--- src/rtl/core/csa_pkg.sv ---
// Types and codes shared by the contiguous slot allocator modules.
`default_nettype none

package csa_pkg;

	// request function codes
	localparam logic FUNC_ALLOC = 1'b0;
	localparam logic FUNC_FREE  = 1'b1;

	typedef enum logic [1:0] {
		POL_FIRST = 2'd0,
		POL_NEXT  = 2'd1,
		POL_BEST  = 2'd2,
		POL_WORST = 2'd3
	} policy_t;

	typedef enum logic [2:0] {
		ST_IDLE,
		ST_DECIDE,
		ST_SCAN,
		ST_MARK,
		ST_FREE
	} state_t;

	typedef struct packed {
		logic       func;
		logic [6:0] run_length;
		logic [5:0] free_start;
	} req_t;

	typedef struct packed {
		logic       granted;
		logic [5:0] start_slot;
	} rsp_t;

	// controller -> datapath
	typedef struct packed {
		logic load;     // latch request, set up scan
		logic step;     // examine one slot
		logic wrap;     // restart scan at slot 0
		logic commit;   // mark chosen run, report
		logic free_op;  // clear range, report
	} cmd_t;

	// datapath -> controller
	typedef struct packed {
		logic    func;
		logic    len_zero;
		policy_t policy;
		logic    hit;        // run of full length ends at current slot
		logic    last_slot;  // counter on the last slot
		logic    at_end;     // counter one past the last slot
	} stat_t;

endpackage

`default_nettype wire

--- src/rtl/core/csa_dp.sv ---
// Datapath: occupancy map, roving position, scan counter, gap tracking, result registers.
`default_nettype none

module csa_dp #(
	parameter int SLOTS = 64
) (
	input  wire                 clk,
	input  wire                 arst_n,
	input  csa_pkg::req_t       req,
	input  csa_pkg::cmd_t       cmd,
	input  wire                 cfg_we,
	input  wire  [1:0]          cfg_data,
	output csa_pkg::stat_t      stat,
	output logic                done,
	output csa_pkg::rsp_t       rsp
);

	localparam int IW = (SLOTS > 1) ? $clog2(SLOTS) : 1;
	localparam int CW = $clog2(SLOTS + 1);
	localparam int EW = ((IW > 7) ? IW : 7) + 1;

	logic [SLOTS-1:0]  map_q;
	logic [IW-1:0]     rov_q;
	csa_pkg::policy_t  policy_q;
	logic              func_q;
	logic [6:0]        len_q;
	logic [5:0]        fstart_q;
	logic [CW-1:0]     cnt_q;
	logic [CW-1:0]     run_q;
	logic [IW-1:0]     begin_q;
	logic [IW-1:0]     pick_q;
	logic [CW-1:0]     pick_size_q;
	logic              pick_valid_q;
	logic              done_q;
	logic              granted_q;
	logic [5:0]        start_q;

	logic              in_map;
	logic              slot_free;
	logic [CW-1:0]     run_inc;
	logic [EW-1:0]     len_ext;
	logic              hit;
	logic [EW-1:0]     hit_start_ext;
	logic              gap_mode;
	logic              gap_ok;
	logic              better;
	logic [EW-1:0]     pick_ext;
	logic [EW-1:0]     pick_end;
	logic [EW-1:0]     fstart_ext;
	logic [EW-1:0]     free_end;
	logic [SLOTS-1:0]  mask_alloc;
	logic [SLOTS-1:0]  mask_free;

	assign in_map    = cnt_q < CW'(SLOTS);
	assign slot_free = in_map && !map_q[cnt_q[IW-1:0]];
	assign run_inc   = run_q + CW'(1);
	assign len_ext   = EW'(len_q);
	assign hit       = slot_free && (EW'(run_inc) == len_ext);
	assign hit_start_ext = EW'(cnt_q) + EW'(1) - len_ext;

	assign gap_mode = (policy_q == csa_pkg::POL_BEST) || (policy_q == csa_pkg::POL_WORST);
	assign gap_ok   = EW'(run_q) >= len_ext;
	assign better   = !pick_valid_q ||
		((policy_q == csa_pkg::POL_WORST) ? (run_q > pick_size_q) : (run_q < pick_size_q));

	assign pick_ext   = EW'(pick_q);
	assign pick_end   = pick_ext + len_ext;
	assign fstart_ext = EW'(fstart_q);
	assign free_end   = fstart_ext + len_ext;

	always_comb begin
		for (int i = 0; i < SLOTS; i++) begin
			mask_alloc[i] = (EW'(i) >= pick_ext) && (EW'(i) < pick_end);
			mask_free[i]  = (EW'(i) >= fstart_ext) && (EW'(i) < free_end);
		end
	end

	assign stat.func      = func_q;
	assign stat.len_zero  = (len_q == 7'd0);
	assign stat.policy    = policy_q;
	assign stat.hit       = hit;
	assign stat.last_slot = (cnt_q == CW'(SLOTS - 1));
	assign stat.at_end    = (cnt_q == CW'(SLOTS));

	always_ff @(posedge clk or negedge arst_n) begin
		if (!arst_n) begin
			map_q        <= '0;
			rov_q        <= '0;
			policy_q     <= csa_pkg::POL_FIRST;
			cnt_q        <= '0;
			run_q        <= '0;
			pick_valid_q <= 1'b0;
			done_q       <= 1'b0;
		end else begin
			done_q <= 1'b0;
			if (cfg_we) begin
				policy_q <= csa_pkg::policy_t'(cfg_data);
			end
			if (cmd.load) begin
				cnt_q        <= (policy_q == csa_pkg::POL_NEXT) ? CW'(rov_q) : '0;
				run_q        <= '0;
				pick_valid_q <= 1'b0;
			end
			if (cmd.step) begin
				cnt_q <= cnt_q + CW'(1);
				if (slot_free) begin
					run_q <= run_inc;
				end else begin
					run_q <= '0;
					if (gap_mode && gap_ok && better) begin
						pick_valid_q <= 1'b1;
					end
				end
				if (!gap_mode && hit) begin
					pick_valid_q <= 1'b1;
				end
			end
			if (cmd.wrap) begin
				cnt_q <= '0;
				run_q <= '0;
			end
			if (cmd.commit) begin
				done_q <= 1'b1;
				if (pick_valid_q) begin
					map_q <= map_q | mask_alloc;
					if (policy_q == csa_pkg::POL_NEXT) begin
						rov_q <= (pick_end >= EW'(SLOTS)) ? '0 : pick_end[IW-1:0];
					end
				end
			end
			if (cmd.free_op) begin
				done_q <= 1'b1;
				map_q  <= map_q & ~mask_free;
			end
		end
	end

	// payload registers
	always_ff @(posedge clk) begin
		if (cmd.load) begin
			func_q   <= req.func;
			len_q    <= req.run_length;
			fstart_q <= req.free_start;
		end
		if (cmd.step) begin
			if (slot_free && (run_q == '0)) begin
				begin_q <= cnt_q[IW-1:0];
			end
			if (!slot_free && gap_mode && gap_ok && better) begin
				pick_q      <= begin_q;
				pick_size_q <= run_q;
			end
			if (!gap_mode && hit) begin
				pick_q <= hit_start_ext[IW-1:0];
			end
		end
		if (cmd.commit) begin
			granted_q <= pick_valid_q;
			start_q   <= pick_valid_q ? pick_ext[5:0] : 6'd0;
		end
		if (cmd.free_op) begin
			granted_q <= 1'b1;
			start_q   <= fstart_q;
		end
	end

	assign done           = done_q;
	assign rsp.granted    = granted_q;
	assign rsp.start_slot = start_q;

	a_report_src: assert property (@(posedge clk) disable iff (!arst_n)
		done_q |-> $past(cmd.commit || cmd.free_op))
		else $error("result without commit or free");

	a_fail_zero: assert property (@(posedge clk) disable iff (!arst_n)
		(cmd.commit && !pick_valid_q) |=> (done_q && !granted_q && (start_q == 6'd0)))
		else $error("refused allocation not reported as zero");

	a_free_done: assert property (@(posedge clk) disable iff (!arst_n)
		cmd.free_op |=> (done_q && granted_q))
		else $error("free not reported as done");

endmodule

`default_nettype wire

--- src/rtl/core/csa_ctrl.sv ---
// Controller: sequences load, slot scan, wrap pass, commit and free.
`default_nettype none

module csa_ctrl (
	input  wire                clk,
	input  wire                arst_n,
	input  wire                start,
	input  csa_pkg::stat_t     stat,
	output logic               busy,
	output csa_pkg::cmd_t      cmd
);

	csa_pkg::state_t state_q, state_d;
	logic            wrap_q;
	logic            gap_mode;

	assign gap_mode = (stat.policy == csa_pkg::POL_BEST) || (stat.policy == csa_pkg::POL_WORST);

	always_ff @(posedge clk or negedge arst_n) begin
		if (!arst_n) begin
			state_q <= csa_pkg::ST_IDLE;
			wrap_q  <= 1'b0;
		end else begin
			state_q <= state_d;
			if (cmd.load) begin
				wrap_q <= 1'b0;
			end else if (cmd.wrap) begin
				wrap_q <= 1'b1;
			end
		end
	end

	always_comb begin
		state_d = state_q;
		cmd     = '0;
		unique case (state_q)
			csa_pkg::ST_IDLE: begin
				if (start) begin
					cmd.load = 1'b1;
					state_d  = csa_pkg::ST_DECIDE;
				end
			end
			csa_pkg::ST_DECIDE: begin
				priority if (stat.func == csa_pkg::FUNC_FREE) begin
					state_d = csa_pkg::ST_FREE;
				end else if (stat.len_zero) begin
					state_d = csa_pkg::ST_MARK;
				end else begin
					state_d = csa_pkg::ST_SCAN;
				end
			end
			csa_pkg::ST_SCAN: begin
				cmd.step = 1'b1;
				if (gap_mode) begin
					if (stat.at_end) begin
						state_d = csa_pkg::ST_MARK;
					end
				end else begin
					priority if (stat.hit) begin
						state_d = csa_pkg::ST_MARK;
					end else if (stat.last_slot) begin
						if (stat.policy == csa_pkg::POL_NEXT && !wrap_q) begin
							cmd.wrap = 1'b1;
						end else begin
							state_d = csa_pkg::ST_MARK;
						end
					end else begin
						state_d = csa_pkg::ST_SCAN;
					end
				end
			end
			csa_pkg::ST_MARK: begin
				cmd.commit = 1'b1;
				state_d    = csa_pkg::ST_IDLE;
			end
			csa_pkg::ST_FREE: begin
				cmd.free_op = 1'b1;
				state_d     = csa_pkg::ST_IDLE;
			end
			default: begin
				state_d = csa_pkg::ST_IDLE;
			end
		endcase
	end

	assign busy = (state_q != csa_pkg::ST_IDLE);

	a_accept_busy: assert property (@(posedge clk) disable iff (!arst_n)
		(start && !busy) |=> busy)
		else $error("accepted beat did not raise busy");

	a_one_wrap: assert property (@(posedge clk) disable iff (!arst_n)
		wrap_q |-> !cmd.wrap)
		else $error("second wrap pass in one request");

	a_report_once: assert property (@(posedge clk) disable iff (!arst_n)
		(cmd.commit || cmd.free_op) |=> (state_q == csa_pkg::ST_IDLE))
		else $error("controller did not return to idle after report");

endmodule

`default_nettype wire

--- src/rtl/core/contiguous_slot_allocator_top.sv ---
// Top level of the contiguous slot allocator (first, next, best and worst fit).
//
//  channel   signals                         direction  handshake
//  --------  ------------------------------  ---------  ------------------------------
//  request   start, busy, req                in         beat taken when start & !busy
//  result    done, rsp                       out        one-cycle strobe, no back-pressure
//  config    cfg_valid, cfg_ready, cfg_data  in         beat taken when cfg_valid & cfg_ready
//
// Sequence: load, decode, scan, commit (a zero length skips the scan); the result
//   strobe follows the commit. First fit scans to a hit or the last slot, next fit
//   from the roving position, then a pass from slot 0, best/worst fit to one past
//   the last slot. A free: load, decode, free. The scan examines one map bit per cycle.
// Reset: arst_n clears the map (all slots free), roving position and policy.
// Stalls: busy holds off requests; results cannot be held, the output
//   register lets a new request enter during the strobe cycle.
`default_nettype none

module contiguous_slot_allocator_top #(
	parameter int SLOTS = 64
) (
	input  wire               clk,
	input  wire               arst_n,
	input  wire               start,
	output logic              busy,
	input  csa_pkg::req_t     req,
	output logic              done,
	output csa_pkg::rsp_t     rsp,
	input  wire               cfg_valid,
	output logic              cfg_ready,
	input  wire  [1:0]        cfg_data
);

	csa_pkg::cmd_t  cmd;
	csa_pkg::stat_t stat;
	logic           cfg_we;

	// policy may change only between requests, never on the edge that takes one
	assign cfg_ready = !busy && !start;
	assign cfg_we    = cfg_valid && cfg_ready;

	csa_ctrl u_ctrl (
		.clk    (clk),
		.arst_n (arst_n),
		.start  (start),
		.stat   (stat),
		.busy   (busy),
		.cmd    (cmd)
	);

	csa_dp #(
		.SLOTS (SLOTS)
	) u_dp (
		.clk      (clk),
		.arst_n   (arst_n),
		.req      (req),
		.cmd      (cmd),
		.cfg_we   (cfg_we),
		.cfg_data (cfg_data),
		.stat     (stat),
		.done     (done),
		.rsp      (rsp)
	);

endmodule

`default_nettype wire
--- config.mk ---
export PLATFORM = sky130hd
export DESIGN_NAME = contiguous_slot_allocator_top
export DESIGN_NICKNAME = d
export VERILOG_FILES = /design/src/rtl/core/csa_pkg.sv /design/src/rtl/core/csa_dp.sv /design/src/rtl/core/csa_ctrl.sv /design/src/rtl/core/contiguous_slot_allocator_top.sv
export SDC_FILE = /design/constraint.sdc
export NUM_CORES = 1
export LEC_CHECK = 0
export CORE_MARGIN = 2
export CORE_UTILIZATION = 55
export DETAILED_ROUTE_END_ITERATION = 6
export DONT_BUFFER_PORTS = 1
export MAX_ROUTING_LAYER = met4
export PLACE_DENSITY = 0.75
export SLEW_MARGIN = 20
export SYNTH_ARGS = -nofsm -noshare
export SYNTH_HDL_FRONTEND = slang
export SYNTH_SLANG_ARGS = --single-unit
--- constraint.sdc ---
create_clock -name clk -period 7.63 [get_ports clk]
set_clock_uncertainty 0.05 [all_clocks]
set_input_delay 0.3815 -clock clk [delete_from_list [all_inputs] [get_ports clk]]
set_output_delay 0.3815 -clock clk [all_outputs]
set_load 0.01 [all_outputs]
==> impl_metrics.json, run 1 <==
{
  "status": "completed",
  "hold_violations": 0,
  "seq_area_um2": 3490,
  "syn_area_per_cell_um2": 8.99,
  "crit_fanout": 18,
  "drt_iter0_drc": 1621,
  "maxSlewViolCount": 0,
  "worst_pin_slew_ns": 1.21,
  "ir_drop_v": 0.000295,
  "worstSetupStartpointType": "flop",
  "synth_area_um2": 9200,
  "cts_root_buffer": "clkbuf_16",
  "core_um2": 16500,
  "netlist.top_cell.by_area": "dfrtp_1",
  "cts_max_level": 4,
  "cp-end-kind": "flop",
  "hold_path_depth": 1,
  "die_w_um": 133,
  "max_slew_margin": 0.186,
  "drt-total-wl_mm": 34.8,
  "hold_path.class": "in -> reg",
  "synth_edf_count": 39,
  "grt_pass1_vias": 8648,
  "crit_arrival_ns": 4.59,
  "holdWs_ns": 0.0430,
  "clk_pin_slew_worst_paths_ns": 0.06,
  "grt_pass1_wl_mm": 52.5,
  "max_freq_mhz": 231,
  "synth_cell_types": 81,
  "required_ns": 7.90,
  "async_flop_share": 0.697,
  "r2r_cells": 8,
  "critical_path_class": "reg -> reg",
  "cts_tree": "done",
  "start_util": 0.559,
  "ys_seq_area_frac": 0.380,
  "post_cts_buffers": 0,
  "synth_area_leaders": "dfrtp_1 25%, edfxtp_1 13%, ha_1 5.3%, nand2_1 4.4%, o21ai_0 4.1%",
  "cts_sinks": 132,
  "cts_resized": 0,
  "synth_top_area_share": 0.250,
  "r2r_end": "u_dp.map_q[34]$_DFFE_PN0P_",
  "syn_inst": 1023,
  "synth_nets": 1085,
  "vias": 9109,
  "grt_max_degree": 93,
  "dr.pass1.iters": 6,
  "rows": 47,
  "vias_per_cell": 7.35,
  "place_congestion": 1.08,
  "fin_nets": 1068,
  "min_to": "u_dp.policy_q[1]$_DFFE_PN0P_",
  "io_pins": 30,
  "die-area_um2": 17800,
  "ys_ff_latch": 132,
  "cts_buffer_depth": 2,
  "ys_top_cells_by_count": "108 x nand2_1, 92 x dfrtp_1, 87 x nor2_1",
  "ys_warn_count": 0,
  "wl_per_cell_um": 28.1,
  "cts-hold-fix-buffers": 16,
  "min_from": "cfg_data[1]",
  "tns_ns": 0,
  "die_y_um": 133,
  "min_period_over_period": 0.566,
  "pwr_density_cell_nw_per_um2": 325,
  "synthToLayoutAreaGrowth_pct": 9.84,
  "rrSetupSlack_ns": 3.31,
  "multi_input_area_um2": 5250,
  "dp_hpwl_mm": 24.7,
  "grt.total_usage": 0.409,
  "clk_latency_ns": 0.44,
  "synth_most_common_cell": "nand2_1",
  "worstReg2RegStart": "u_dp.pick_q[0]$_DFFE_PP_",
  "cts_buffers": 17,
  "max_cap_violations": 0,
  "drc": 0,
  "overflow": 0,
  "antenna_found_initial": 1,
  "n_fill_cell": 1438,
  "finalCriticalPeriod_ns": 4.32,
  "drive_gt1_frac": 0.0981,
  "ant_nets": 0,
  "ys.flop_type": "dfrtp_1",
  "finalSetupViolations": 0,
  "io_buffers": 0,
  "rsz0062_at_grt": "false",
  "p_leak_nw": 4.06
}
==> logic make-up (layout without fill, tap and decap cells) <==
family          count (synthesis)  after routing  share of synthesized area
fa+ha+maj                      42             42                     0.0596
simple gates                  333            333                      0.170
mux                            34             34                     0.0552
xor+xnor                       19             19                     0.0181
other cells                     0              1                          0
buf+inv                       113            109                     0.0497
flops                         132            132                      0.380
compound gates                350            350                      0.267
==> state kept, by name, summed over array words and instances, names as in the netlist <==
| register | flops |
|---|---|
| u_dp.done | 1 |
| u_dp.map_q | 64 |
| u_dp.cnt_q | 7 |
| u_ctrl.wrap_q | 1 |
| u_dp.policy_q | 2 |
| u_dp.granted_q | 1 |
| u_dp.pick_q | 6 |
| u_dp.run_q | 7 |
| u_dp.fstart_q | 6 |
| u_dp.pick_valid_q | 1 |
| u_dp.rov_q | 6 |
| u_ctrl.state_q | 3 |
| u_dp.begin_q | 6 |
| u_dp.start_q | 6 |
| u_dp.func_q | 1 |
| u_dp.pick_size_q | 7 |
| u_dp.len_q | 7 |
==> layout make-up <==
type | count | area share
clock buffer | 20 | 0.0463
inverter | 46 | 0.0171
multi-input combinational | 778 | 0.519
tap | 220 | 0.0273
antenna | 1 | 0.000248
sequential | 132 | 0.346
clock inverter | 12 | 0.0150
timing repair buffer | 31 | 0.0287
==> power by group <==
| part | switching, mW | internal, mW | leakage [nW] |
|---|---|---|---|
| Combinational | 0.920 | 0.426 | 2.13 |
| Clock | 0.341 | 0.542 | 0.292 |
| Sequential | 0.205 | 0.851 | 1.64 |
==> cell usage in the layout, fill, tap and decap left out, drive strengths merged, types with 8 or more instances in the layout <==
cell type / netlist / layout
a211oi: 19 / 19
a31oi: 24 / 24
a21oi: 63 / 63
mux4: 11 / 11
ha: 39 / 39
nor2b: 9 / 9
or2: 10 / 10
dfrtp: 92 / 92
and3: 8 / 8
nand2b: 9 / 9
o221ai: 13 / 13
a21o: 14 / 14
mux2i: 14 / 14
nand3: 37 / 37
mux2: 9 / 9
dlygate4sd3: 0 / 15
nand2: 109 / 109
inv: 43 / 45
or3: 10 / 10
nor3: 21 / 21
a32o: 19 / 19
nor2: 87 / 87
o21ai: 76 / 76
clkbuf: 54 / 20
o21a: 10 / 10
buf: 13 / 16
edfxtp: 39 / 39
and2: 10 / 10
o31ai: 10 / 10
xnor2: 14 / 14
==> through the flow <==
| stage | power, mW | utilization | worst slack, ns | instances | area (um^2) |
|---|---|---|---|---|---|
| after floorplan | 1.87 | - | 4.44 | 1023 | 9200 |
| after global placement | 2.31 | 0.565 | 3.41 | 1191 | 9300 |
| after detailed placement | 2.30 | 0.565 | 3.30 | 1191 | 9300 |
| after CTS | 3.20 | 0.613 | 3.33 | 1239 | 10100 |
| after global routing | 3.39 | 0.613 | 3.28 | 1240 | 10100 |
| final | 3.28 | 0.613 | 3.31 | 1240 | 10100 |
==> metal layers <==
metal / wire (um) / share of wire / up-vias / GRT usage
met2: 14600 / 0.42 / 753 / 0.572
met4: 1760 / 0.051 / 0 / 0.165
met3: 5160 / 0.15 / 167 / 0.169
met5: 0 / 0 / - / -
li1: - / - / 3831 / -
met1: 13300 / 0.38 / 4358 / 0.526
==> critical path, stage by stage (launching register included) <==
cell	delay, ns
edfxtp_1	0.60
ha_1	0.35
fa_1	0.47
a211oi_2	0.23
nor2_1	0.16
or4b_2	0.69
a21oi_2	0.87
nor2_1	0.45
a32o_1	0.34
==> worst max path at each step <==
stage | start | to
floorplan | u_dp.cnt_q[1]$_DFFE_PN0P_ | u_dp.pick_q[0]$_DFFE_PP_
global placement | u_dp.cnt_q[0]$_DFFE_PN0P_ | u_dp.pick_q[5]$_DFFE_PP_
detailed placement | u_dp.cnt_q[0]$_DFFE_PN0P_ | u_dp.pick_q[4]$_DFFE_PP_
CTS | u_dp.cnt_q[0]$_DFFE_PN0P_ | u_dp.pick_q[1]$_DFFE_PP_
global route | u_dp.pick_q[0]$_DFFE_PP_ | u_dp.map_q[33]$_DFFE_PN0P_
finish | u_dp.pick_q[0]$_DFFE_PP_ | u_dp.map_q[34]$_DFFE_PN0P_
(Power assumes the default switching activity.)
==> run 2, diff against run 1 <==
Settings changed: ABC_AREA set to 1, PLACE_DENSITY 0.75 to 0.78.
Clock period 7.63 ns to 3.7 ns, I/O delays scaled along.
==> impl_metrics.json, run 2 <==
{
  "crit_path_frequent_cell": "nand2_1",
  "start_util": 0.556,
  "synthXorXnorAreaFrac": 0.0166,
  "rsz0062_at_grt": "false",
  "grt.total_usage": 0.417,
  "cts_resized": 0,
  "synth-compound-area-share": 0.139,
  "max_slew_margin": 0.485,
  "crit_arrival_ns": 3.68,
  "pwr_density_cell_nw_per_um2": 720,
  "tns_ns": 0,
  "hold_path.class": "in -> reg",
  "cts_buffers": 17,
  "rows": 49,
  "p_comb_frac": 0.494,
  "synth_nets": 1532,
  "cts_sinks": 132,
  "async_flop_share": 0.697,
  "syn_area_per_cell_um2": 6.72,
  "synth-simple-area-share": 0.331,
  "placed_area_um2": 10200,
  "synth_top_family_by_area": "simple AND/OR/NAND/NOR gates",
  "max_cap_violations": 0,
  "place_congestion": 1.11,
  "largest_reg_flops": 64,
  "path_buf_inv": 2,
  "vias": 10700,
  "critical-path-top-delay-family": "simple AND/OR/NAND/NOR gates",
  "p_total_mw": 8.00,
  "power_frac_seq": 0.274,
  "die-area_um2": 19100,
  "worstSetupStartpointType": "flop",
  "muxShareOfSynthArea": 0.00114,
  "syn_inst": 1470,
  "drt_iter0_drc": 1868,
  "switching_share": 0.483,
  "critical_path_class": "reg -> reg",
  "required_ns": 4.02,
  "setup.worst_path.start": "u_dp.pick_q[0]$_DFFE_PP_",
  "fin_area_um2": 11100,
  "antenna_found_initial": 3,
  "clk_latency_ns": 0.44,
  "synth_fa_ha_area_frac": 0.0554,
  "clk_pin_slew_worst_paths_ns": 0.07,
  "min_period_over_period": 0.907,
  "core_um2": 17800,
  "ir_drop_v": 0.000646,
  "cts_tree": "done",
  "switching_power_mw": 3.86,
  "dp_hpwl_mm": 28.8,
  "cp_slowest_cell": "nor2_1",
  "dr_wl_met2_mm": 16.2,
  "p_int_mw": 4.13,
  "mostFrequentLayoutCell": "nand2_1",
  "worstReg2RegStart": "u_dp.pick_q[0]$_DFFE_PP_",
  "io_pins": 30,
  "drt-met1-wl_mm": 15.5,
  "worst_pin_slew_ns": 0.769,
  "crit_fanout": 13,
  "cp-end-kind": "flop",
  "synth_cell_types": 52,
  "p_leak_nw": 5.45,
  "drc": 0,
  "ys_seq_area_frac": 0.353,
  "cp.depth": 13,
  "overflow": 0,
  "wl_per_cell_um": 22.0,
  "utilization": 0.625,
  "synth_most_common_cell": "nand2_1",
  "ys_top_cells_by_count": "472 x nand2_1, 198 x inv_1, 125 x nor2_1",
  "die_y_um": 138,
  "cts_max_level": 4,
  "r2r_cells": 13,
  "vias_per_cell": 6.11,
  "r2r_end": "u_dp.map_q[37]$_DFFE_PN0P_",
  "ys_ff_latch": 132,
  "grt_pass1_wl_mm": 58.7,
  "synth_edf_count": 39,
  "finalSetupViolations": 0,
  "synth_top_area_share": 0.233,
  "synthToLayoutAreaGrowth_pct": 12.4,
  "cts_buffer_depth": 2,
  "power_frac_clock": 0.232,
  "die_w_um": 138,
  "ys.flop_type": "dfrtp_1",
  "grt_pass1_vias": 10000,
  "netlist.top_cell.by_area": "dfrtp_1",
  "holdWs_ns": 0.00959,
  "hold_violations": 0,
  "max_freq_mhz": 298,
  "maxSlewViolCount": 0,
  "io_buffers": 0,
  "layout_common_cells": "472 x nand2_1, 198 x inv_1, 124 x nor2_1, 120 x o21ai_0, 107 x nand3_1",
  "critical-path-max-stage-delay_ns": 0.54,
  "finalCriticalPeriod_ns": 3.36,
  "routed-wl-met3_mm": 5.21,
  "ys_warn_count": 0,
  "ant_nets": 0,
  "cts_root_buffer": "clkbuf_16",
  "grt_max_degree": 93,
  "drive_gt1_frac": 0.0726,
  "status": "completed",
  "crit_chain": "ha_1 -> fa_1 -> nand4_1 -> o211ai_1 -> or2_1 -> nand3_4 -> nor2_2 -> buf_4 -> nor2_1 -> nand3_1 -> nand2_1 -> nand2_1 -> inv_1",
  "highest_layer": "met4",
  "dr.pass1.iters": 6,
  "drt-total-wl_mm": 38.4,
  "rrSetupSlack_ns": 0.34,
  "fin_nets": 1565,
  "regMostFlops": "u_dp.map_q",
  "synth_area_leaders": "dfrtp_1 23%, nand2_1 18%, edfxtp_1 12%, inv_1 7.5%, o21ai_0 6.1%",
  "cp-endpoint": "u_dp.map_q[37]$_DFFE_PN0P_",
  "synth_area_um2": 9880
}
-- run 2: cell type report --
class / instances / area [um^2]
antenna: 3 / 7.51
clock buffer: 18 / 429
clock inverter: 14 / 204
fill: 1709 / 6670
inverter: 210 / 788
multi-input combinational: 1083 / 5380
sequential: 132 / 3490
tap: 229 / 287
timing repair buffer: 59 / 513
-- run 2: worst min-delay path by stage --
stage	from	end	slack (ns)	cells after the start
detailed placement	arst_n	u_dp.map_q[38]$_DFFE_PN0P_	-0.16	0
CTS	start	u_dp.policy_q[1]$_DFFE_PN0P_	0.0004	2
global placement	arst_n	u_dp.map_q[38]$_DFFE_PN0P_	-0.16	0
global route	start	u_dp.policy_q[1]$_DFFE_PN0P_	0.02	2
floorplan	arst_n	u_ctrl.state_q[0]$_DFFE_PN0P_	-0.16	0
finish	start	u_dp.policy_q[1]$_DFFE_PN0P_	0.01	2
-- run 2: logic make-up (layout without fill, tap and decap cells) --
kind of cell / Yosys count / after routing
buffers and inverters: 255 / 301
DFF: 132 / 132
and+or+nand+nor: 774 / 774
muxes: 1 / 1
other: 0 / 3
adders and majority gates: 42 / 42
AOI/OAI and AO/OA: 249 / 249
xor gates and xnor gates: 17 / 17
-- run 2: power by group through the flow --
stage | Clock (mW) | Combinational (mW) | Sequential, mW
detailed placement | 0 | 3.71 | 2.20
global route | 1.92 | 4.29 | 2.22
finish | 1.86 | 3.95 | 2.19
floorplan | 0 | 2.55 | 2.09
CTS | 1.85 | 3.78 | 2.17
global placement | 0 | 3.71 | 2.19
-- run 2: repair_timing --
item | CTS | global route
endpoints found under the hold margin | 109 | 0
hold buffers | 21 | 0
endpoints found under the setup margin | 0 | 0
buffers inserted | 0 | 0
-- run 2: through the flow --
step	setup slack (ns)	std cells
floorplan	1.26	1470
global placement	0.484	1692
detailed placement	0.466	1692
CTS	0.449	1745
global route	0.193	1748
finish	0.343	1748
-- run 2: worst reg2reg max path, delay by kind of cell (launching register included) --
kind | cells | cell delay (ns)
compound gates | 1 | 0.10
simple gates | 8 | 1.63
fa+ha+maj | 2 | 0.75
buf+inv | 2 | 0.25
flops | 1 | 0.53
-- run 2: metal layers --
layer	vias up	global-route usage
met5	-	-
met4	0	0.155
met3	137	0.131
met2	799	0.593
met1	4907	0.560
li1	4839	-
